==> config.mk <==
export PLATFORM = sky130hd
export DESIGN_NAME = pot_taper_smoother_unit
export DESIGN_NICKNAME = d
export VERILOG_FILES = /design/src/hw/rtl/pts_pkg.sv /design/src/hw/rtl/pot_taper_smoother_unit.sv /design/src/hw/rtl/pts_level.sv
export SDC_FILE = /design/constraint.sdc
export NUM_CORES = 1
export LEC_CHECK = 0
export BUFFER_PORTS_ARGS = -buffer_cell sky130_fd_sc_hd__clkbuf_2
export CORE_MARGIN = 3
export CORE_UTILIZATION = 35
export CTS_CLUSTER_SIZE = 8
export DETAILED_ROUTE_END_ITERATION = 16
export SLEW_MARGIN = 5
export SYNTH_ARGS = -nofsm -noshare
export SYNTH_HDL_FRONTEND = slang
export SYNTH_SLANG_ARGS = --single-unit
==> constraint.sdc <==
create_clock -name clk -period 7.51 [get_ports clk]
set_clock_uncertainty 0.05 [all_clocks]
set_input_delay 1.502 -clock clk [delete_from_list [all_inputs] [get_ports clk]]
set_output_delay 1.502 -clock clk [all_outputs]
set_load 0.02 [all_outputs]
==> src/hw/rtl/pts_pkg.sv <==
package pts_pkg;

    // Field widths
    localparam int CH_W     = 2;
    localparam int RAW_W    = 8;
    localparam int LEVEL_W  = 7;
    localparam int FILT_W   = 14;

    // Number of filter channels held in the store
    localparam int CHANNELS = 4;

    // Taper breakpoints and scaling
    localparam int TAPER_KNEE     = 50;
    localparam int TAPER_KNEE_OUT = 67;
    localparam int TAPER_UPPER    = 33;
    localparam int TAPER_SPAN     = 205;
    localparam int PERCENT        = 100;
    localparam int SMOOTH_SHIFT   = 2;

    // Full-scale snap
    localparam logic [RAW_W-1:0]   RAW_FULL   = 8'd255;
    localparam logic [LEVEL_W-1:0] LEVEL_SNAP = 7'd99;
    localparam logic [LEVEL_W-1:0] LEVEL_FULL = 7'd100;

    // Divide by 100 as multiply by reciprocal: exact for values below 43690
    localparam int DIV_SHIFT = 20;
    localparam int DIV_MUL_W = 14;
    localparam logic [DIV_MUL_W-1:0] DIV_MUL = 14'd10486;

    localparam logic [FILT_W-1:0] TARGET_MAX = 14'd10000;

    typedef logic [FILT_W-1:0] target_tab_t [2**RAW_W];

    // Build raw sample -> target (taper times 100) at elaboration
    function automatic target_tab_t build_target_tab();
        target_tab_t tab;
        int          t;
        for (int i = 0; i < 2**RAW_W; i++)
        begin
            if (i <= TAPER_KNEE)
                t = (i * TAPER_KNEE_OUT) / TAPER_KNEE;
            else
                t = TAPER_KNEE_OUT + ((i - TAPER_KNEE) * TAPER_UPPER) / TAPER_SPAN;
            tab[i] = FILT_W'(t * PERCENT);
        end
        return tab;
    endfunction

    localparam target_tab_t TARGET_TAB = build_target_tab();

endpackage

==> src/hw/rtl/pot_taper_smoother_unit.sv <==
// Channel   Direction  Handshake                      Fields
// sample    receive    sample_valid / sample_stall    channel, raw_sample
// level     send       level_valid / level_stall      channel_out, level
//
// One word per cycle unless stalled; words pass stage one, then the output register.
// Stage one updates the channel's filter value at the accept edge, stage two divides by 100.
// rst_n clears the four filter values and both stage valid bits at once.
// A stall on the level side fills stage one first; sample_stall rises only when both are full.
module pot_taper_smoother_unit (
    input  logic                        clk,
    input  logic                        rst_n,
    input  logic                        sample_valid,
    output logic                        sample_stall,
    input  logic [pts_pkg::CH_W-1:0]    channel,
    input  logic [pts_pkg::RAW_W-1:0]   raw_sample,
    output logic                        level_valid,
    input  logic                        level_stall,
    output logic [pts_pkg::CH_W-1:0]    channel_out,
    output logic [pts_pkg::LEVEL_W-1:0] level
);

    localparam int FW = pts_pkg::FILT_W;

    logic [FW-1:0]               filt_reg [pts_pkg::CHANNELS];
    logic                        s1_valid_reg;
    logic [pts_pkg::CH_W-1:0]    s1_ch_reg;
    logic [FW-1:0]               s1_filt_reg;
    logic                        s1_full_reg;
    logic                        s1_range_reg;
    logic                        out_valid_reg;
    logic [pts_pkg::CH_W-1:0]    out_ch_reg;
    logic [pts_pkg::LEVEL_W-1:0] out_level_reg;

    logic                        s2_en;
    logic                        s1_en;
    logic                        accept;
    logic                        in_range;
    logic [FW-1:0]               target;
    logic [FW-1:0]               cur;
    logic [FW-1:0]               filt_next;
    logic [pts_pkg::LEVEL_W-1:0] level_next;

    // Advance each stage when the one after it can take the word
    assign s2_en        = !out_valid_reg || !level_stall;
    assign s1_en        = !s1_valid_reg || s2_en;
    assign sample_stall = !s1_en;
    assign accept       = sample_valid && s1_en;

    // Look up target and current filter value
    assign in_range = int'(channel) < pts_pkg::CHANNELS;
    assign target   = pts_pkg::TARGET_TAB[raw_sample];
    assign cur      = in_range ? filt_reg[channel] : '0;

    // Move a quarter of the way toward the target, truncating either way
    always_comb
    begin
        if (target > cur)
            filt_next = cur + ((target - cur) >> pts_pkg::SMOOTH_SHIFT);
        else
            filt_next = cur - ((cur - target) >> pts_pkg::SMOOTH_SHIFT);
    end

    // Write back the channel's filter value on accept
    always_ff @(posedge clk or negedge rst_n)
    begin
        if (!rst_n)
        begin
            for (int i = 0; i < pts_pkg::CHANNELS; i++)
                filt_reg[i] <= '0;
        end
        else if (accept && in_range)
        begin
            filt_reg[channel] <= filt_next;
        end
    end

    // Stage one valid
    always_ff @(posedge clk or negedge rst_n)
    begin
        if (!rst_n)
            s1_valid_reg <= 1'b0;
        else if (s1_en)
            s1_valid_reg <= sample_valid;
    end

    // Stage one payload
    always_ff @(posedge clk)
    begin
        if (accept)
        begin
            s1_ch_reg    <= channel;
            s1_filt_reg  <= filt_next;
            s1_full_reg  <= (raw_sample == pts_pkg::RAW_FULL);
            s1_range_reg <= in_range;
        end
    end

    pts_level u_level (
        .filt     (s1_filt_reg),
        .raw_full (s1_full_reg),
        .in_range (s1_range_reg),
        .level    (level_next)
    );

    // Output valid
    always_ff @(posedge clk or negedge rst_n)
    begin
        if (!rst_n)
            out_valid_reg <= 1'b0;
        else if (s2_en)
            out_valid_reg <= s1_valid_reg;
    end

    // Output payload
    always_ff @(posedge clk)
    begin
        if (s2_en && s1_valid_reg)
        begin
            out_ch_reg    <= s1_ch_reg;
            out_level_reg <= level_next;
        end
    end

    assign level_valid = out_valid_reg;
    assign channel_out = out_ch_reg;
    assign level       = out_level_reg;

    // Input stalls only with both stages holding words
    a_stall_full: assert property (@(posedge clk) disable iff (!rst_n)
        sample_stall |-> (s1_valid_reg && out_valid_reg))
        else $error("input stalled with a free stage");

    // Filter value stays within the target range
    a_filt_range: assert property (@(posedge clk) disable iff (!rst_n)
        s1_valid_reg |-> (s1_filt_reg <= pts_pkg::TARGET_MAX))
        else $error("filter value above full scale");

    // Stage one carries the value just written to the store
    a_store_match: assert property (@(posedge clk) disable iff (!rst_n)
        (accept && in_range) |=> (s1_filt_reg == filt_reg[s1_ch_reg]))
        else $error("stage one disagrees with filter store");

    // Level never exceeds full scale
    a_level_max: assert property (@(posedge clk) disable iff (!rst_n)
        out_valid_reg |-> (out_level_reg <= pts_pkg::LEVEL_FULL))
        else $error("level above 100");

endmodule

==> src/hw/rtl/pts_level.sv <==
module pts_level (
    input  logic [pts_pkg::FILT_W-1:0]  filt,
    input  logic                        raw_full,
    input  logic                        in_range,
    output logic [pts_pkg::LEVEL_W-1:0] level
);

    localparam int PROD_W = pts_pkg::FILT_W + pts_pkg::DIV_MUL_W;

    logic [PROD_W-1:0]           prod;
    logic [pts_pkg::LEVEL_W-1:0] quot;

    // Divide the filter value by 100 through the reciprocal
    assign prod = PROD_W'(filt) * PROD_W'(pts_pkg::DIV_MUL);
    assign quot = prod[pts_pkg::DIV_SHIFT +: pts_pkg::LEVEL_W];

    // Snap to full scale at the top of the pot; drop unknown channels to zero
    always_comb
    begin
        if (!in_range)
            level = '0;
        else if (raw_full && quot == pts_pkg::LEVEL_SNAP)
            level = pts_pkg::LEVEL_FULL;
        else
            level = quot;
    end

endmodule
==> results.py, run 1 <==
metrics = {
    "clocking": {
        "ctsHoldBuffers": 0,
        "cts_buffers": 9,
        "cts_tree": "done",
        "clockBufferDepth": 2,
        "cts_root_buf": "clkbuf_16",
        "h-tree-depth": 3,
        "cts.sinks": 84,
        "clk_latency_ns": 0.35,
        "path_clk_slew_ns": 0.07,
    },
    "logic_synthesis": {
        "synth_enable_flop_cells": 26,
        "async_flop_share": 0.6905,
        "ys_ff_latch": 84,
        "yosysWarnings": 0,
        "yosys.area.top_type": "ha_1",
        "synthesis.instances": 1193,
        "syn-num-nets": 1412,
        "synth_area_leaders": "ha_1 (16%), dfrtp_1 (13%), fa_1 (12%)",
        "syn_area_um2": 10820,
        "ys_types": 75,
        "synth_common_cells": "inv_1 (158), ha_1 (141), nand2_1 (87)",
        "yosysTopAreaCellShare": 0.1630,
        "post-synth-top-count-cell": "inv_1",
        "syn_avg_cell_area_um2": 9.072,
        "ys_seq_area_frac": 0.2062,
        "synth_ff_type": "dfrtp_1",
    },
    "die": {
        "die_w_um": 181.8,
        "initial_core_util": 0.3604,
        "io_pins": 25,
        "fp.dieH_um": 181.8,
        "row_count": 63,
        "core_region_area_um2": 30030,
        "die_area_um2": 33070,
    },
    "timing": {
        "fin_crit_ns": 7.129,
        "slew_headroom": 0.4330,
        "tightest_slew_ns": 0.8481,
        "slew_violations": 0,
        "period_share": 0.9493,
        "max_freq_ghz": 0.1403,
        "hold_viol_final": 0,
        "setup_viol": 0,
    },
    "final_layout": {
        "register_area_um2": 2232,
        "nFillCells": 2912,
        "multi_input_area_um2": 7908,
        "largest_reg_flops": 56,
        "drive_gt1_frac": 0.2194,
        "syn_to_final_growth_pct": 17.03,
        "final_util": 0.4217,
        "nets": 1522,
        "n_antenna_cell": 0,
    },
    "global_route": {
        "gr-total-overflow": 0,
        "global_route.usage.met2": 0.3044,
        "grt_util_all_layers": 0.1752,
        "grt_max_degree": 59,
        "gr-usage-met1": 0.2371,
        "grt_pass1_wl_mm": 47.44,
        "use_met3": 0.01522,
        "antenna_found_initial": 0,
        "busiest_layer": "met2",
        "grt_pass1_vias": 9141,
    },
    "drt": {
        "avgRoutedWirePerCell_um": 17.03,
        "routed_wl_mm": 28.92,
        "drtIter0Drc": 779,
        "vias": 8998,
        "drc": 0,
        "final_antenna_net_count": 0,
        "vias_per_cell": 5.299,
        "dr.pass1.iters": 5,
    },
    "worst_setup_path": {
        "crit_arrival_ns": 7.31,
        "slowest_stage": "xnor3_2",
        "critPathMaxFanout": 18,
        "cp_common_cell": "a21o_1",
        "end_kind": "flip-flop",
        "critPathKind": "in2reg",
        "slowest_delay_ns": 0.47,
        "reg2regPathDepth": 18,
        "worstSetupStartpointType": "input port",
        "required_ns": 7.69,
    },
    "flow_run": {
        "cap_violations": 0,
    },
    "place": {
        "gp_congestion": 0.9053,
        "hpwl_mm": 23.54,
        "portBuffers": 24,
    },
    "run_status": {
        "status": "completed",
    },
    "worst_hold_path": {
        "worstHoldPathCells": 0,
        "hp-class": "reg2reg",
    },
}
==> layout make-up <==
class                           instances  area share
Clock buffer                            9     0.01778
Clock inverter                          7    0.004445
Inverter                              158     0.04712
Multi-Input combinational cell        893      0.6243
Sequential cell                        84      0.1762
Tap cell                              390     0.03853
Timing Repair Buffer                  157     0.09157
==> per-layer routing <==
| layer | routed length, um | part of all wire |
|---|---|---|
| met1 | 13210 | 0.46 |
| met3 | 927 | 0.032 |
| met4 | 398 | 0.014 |
| met5 | 0 | 0 |
| met2 | 14380 | 0.50 |
==> per-stage QoR <==
stage | worst slack (ns) | instances | TNS, ns | hold slack (ns) | area, um2
CTS | 0.07236 | 1697 | 0 | 0.3839 | 12520
global placement | -0.1127 | 1681 | -1.188 | 0.3553 | 12240
detailed placement | -0.2533 | 1681 | -4.356 | 0.3690 | 12240
global route | -0.003223 | 1698 | -0.007542 | 0.3916 | 12670
finish | 0.3810 | 1698 | 0 | 0.3787 | 12670
floorplan | 0.01031 | 1193 | 0 | 0.3503 | 10830
==> final timing paths <==
kind | startpoint | slack [ns] | end
max in group asynchronous | rst_n | 5.67 | filt_reg[26]
setup reg to reg | s1_filt_reg[6] | 1.50 | level[1]
min in group asynchronous | rst_n | 1.25 | level_valid
hold / removal | s1_ch_reg[1] | 0.38 | channel_out[1]
setup / recovery | raw_sample[2] | 0.38 | filt_reg[27]
hold reg to reg | s1_ch_reg[1] | 0.38 | channel_out[1]
==> timing repair <==
action	CTS	global route
endpoints found under the hold margin	0	0
endpoints found under the setup margin	0	39
buffers inserted	0	1
resized for setup	0	33
==> critical path: cells and delay by family <==
kind | cells | cell delay [ns]
buffers and inverters | 6 | 0.85
AO/OA/AOI/OAI | 15 | 2.81
AND/OR/NAND/NOR | 4 | 0.36
multiplexers | 1 | 0.28
adder cells (fa/ha/maj) | 3 | 0.90
XOR/XNOR | 2 | 0.61
==> cell families (layout without fill, tap and decap cells) <==
family | count (synthesis) | after routing | share of synthesized area
simple gates | 273 | 273 | 0.1237
flops | 84 | 84 | 0.2062
buf+inv | 216 | 331 | 0.07584
fa+ha+maj | 205 | 205 | 0.2814
mux | 81 | 81 | 0.09769
compound gates | 290 | 290 | 0.1775
xor+xnor | 44 | 44 | 0.03769
==> layout by cell type (no fill, tap or decap), types with 5 or more instances in the layout <==
| cell | count |
|---|---|
| o22ai_1 | 8 |
| nor2b_1 | 9 |
| xor2_1 | 12 |
| o21a_1 | 5 |
| inv_1 | 155 |
| nand4_1 | 7 |
| dfrtp_1 | 58 |
| ha_1 | 139 |
| a21o_1 | 31 |
| o211ai_1 | 16 |
| a211oi_1 | 13 |
| o311ai_0 | 5 |
| o32ai_1 | 5 |
| mux2i_1 | 12 |
| a31oi_1 | 12 |
| a21oi_1 | 68 |
| nand3_1 | 28 |
| o221ai_1 | 5 |
| buf_4 | 129 |
| clkbuf_2 | 24 |
| nand2b_1 | 13 |
| and2_1 | 5 |
| mux2_2 | 53 |
| edfxtp_1 | 26 |
| a21oi_2 | 8 |
| nand2_1 | 87 |
| fa_1 | 64 |
| mux4_2 | 14 |
| xnor2_1 | 27 |
| nor2_1 | 67 |
| and3_1 | 10 |
| nor3_1 | 13 |
| o21bai_1 | 7 |
| o21ai_0 | 62 |
| clkbuf_16 | 9 |
Power of run 1 is left out: the tool's default activity adds up to more than one toggle a clock period on the data nets, which glitch-free logic cannot reach.
==> run 2, diff against run 1 <==
--- a/config.mk
+++ b/config.mk
@@ -10,6 +10,7 @@
 export CORE_UTILIZATION = 35
 export CTS_CLUSTER_SIZE = 8
 export DETAILED_ROUTE_END_ITERATION = 16
+export RECOVER_POWER = 50
 export SLEW_MARGIN = 5
 export SYNTH_ARGS = -nofsm -noshare
 export SYNTH_HDL_FRONTEND = slang
==> results.py, run 2 (synthesized netlist as in run 1, its figures left out) <==
metrics = {
    "clocking": {
        "cts_buffers": 9,
        "cts_root_buf": "clkbuf_16",
        "cts.sinks": 84,
        "clockBufferDepth": 2,
        "clk_latency_ns": 0.35,
        "path_clk_slew_ns": 0.07,
        "ctsHoldBuffers": 0,
        "cts_tree": "done",
        "h-tree-depth": 3,
    },
    "drt": {
        "met1Wirelength_mm": 13.08,
        "routed_wl_mm": 28.91,
        "dr.pass1.iters": 5,
        "met3_length_mm": 1.036,
        "drc": 0,
        "top_layer": "met4",
        "drtIter0Drc": 782,
        "route.met2.wl_mm": 14.39,
        "vias_per_cell": 5.304,
        "vias": 9007,
        "avgRoutedWirePerCell_um": 17.02,
        "final_antenna_net_count": 0,
    },
    "worst_setup_path": {
        "worstSetupStartpointType": "input port",
        "slowest_delay_ns": 0.47,
        "crit_arrival_ns": 7.32,
        "required_ns": 7.69,
        "slowest_stage": "xnor3_2",
        "critPathKind": "in2reg",
        "critPathMaxFanout": 18,
        "cp_common_cell": "a21o_1",
        "end_kind": "flip-flop",
    },
    "run_status": {
        "status": "finished, violations left",
        "violations": "max-capacitance violations, max-slew violations",
    },
    "timing": {
        "setup_viol": 0,
        "fin_tns_setup_ns": 0,
        "period_share": 0.9503,
        "slew_headroom": -1.061,
        "hold_viol_final": 0,
        "fin_crit_ns": 7.136,
        "tightest_slew_ns": 3.091,
        "layout_setup_ws_ns": 0.3736,
        "slew_violations": 59,
        "max_freq_ghz": 0.1401,
        "hold_slack_ns": 0.3786,
    },
    "final_layout": {
        "largest_reg_flops": 56,
        "layout_commonest_cell": "inv_1",
        "n_antenna_cell": 0,
        "syn_to_final_growth_pct": 16.82,
        "stdcell_count": 1698,
        "drive_gt1_frac": 0.2087,
        "mostFrequentLayoutCells": "inv_1 (155), ha_1 (139), buf_4 (127), nand2_1 (87), a21oi_1 (68)",
        "nets": 1522,
    },
    "global_route": {
        "antenna_found_initial": 0,
        "grt_max_degree": 59,
        "grt_pass1_vias": 9141,
        "gr-total-overflow": 0,
        "grt_util_all_layers": 0.1752,
        "grt_pass1_wl_mm": 47.44,
    },
    "die": {
        "initial_core_util": 0.3604,
        "io_pins": 25,
        "core_region_area_um2": 30030,
        "row_count": 63,
        "die_area_um2": 33070,
        "fp.dieH_um": 181.8,
        "die_w_um": 181.8,
    },
    "worst_hold_path": {
        "hp-class": "reg2reg",
    },
    "flow_run": {
        "cap_violations": 1,
    },
    "place": {
        "portBuffers": 24,
        "hpwl_mm": 23.54,
        "dpl.cell_count": 1681,
        "gp_congestion": 0.9053,
        "place_ws_ns": -0.2533,
    },
}
-- run 2: timing repair --
item,in CTS,in global routing
buffers inserted,0,1
gates resized for setup,0,33
setup endpoints to repair,0,39
-- run 2: path summary, 6_finish.rpt --
path,slack [ns],depth (start not counted),start,endpoint
max,0.37,31,raw_sample[2],filt_reg[27]
min,0.38,0,s1_ch_reg[1],channel_out[1]
max reg2reg,1.50,18,s1_filt_reg[6],level[1]
min reg2reg,0.38,0,s1_ch_reg[1],channel_out[1]
max in group asynchronous,3.45,2,rst_n,filt_reg[26]
min in group asynchronous,2.22,2,rst_n,level_valid
-- run 2: layer usage --
layer / vias to the layer above / GRT usage
met4: 0 / 0.04022
met2: 179 / 0.3044
met1: 4376 / 0.2371
met3: 24 / 0.01522
li1: 4428 / -
met5: - / 0
-- run 2: critical path, delay by kind of cell --
| family | cells | cell delay, ns |
|---|---|---|
| compound gates | 15 | 2.81 |
| fa+ha+maj | 3 | 0.90 |
| buf+inv | 6 | 0.85 |
| xor+xnor | 2 | 0.61 |
| simple gates | 4 | 0.37 |
| mux | 1 | 0.28 |
-- run 2: final cells by class --
class / count / area [um2]
Clock buffer: 9 / 225.2
Clock inverter: 7 / 56.30
Fill cell: 2918 / 17390
Inverter: 158 / 596.8
Multi-Input combinational cell: 893 / 7908
Sequential cell: 84 / 2232
Tap cell: 390 / 488.0
Timing Repair Buffer: 157 / 1137
-- run 2: stage by stage --
step / instance area [um2] / utilization
finish: 12640 / 0.4210
global placement: 12240 / 0.4076
floorplan: 10830 / -
CTS: 12520 / 0.4170
detailed placement: 12240 / 0.4076
global route: 12640 / 0.4210
Power of run 2 is left out for the same reason.
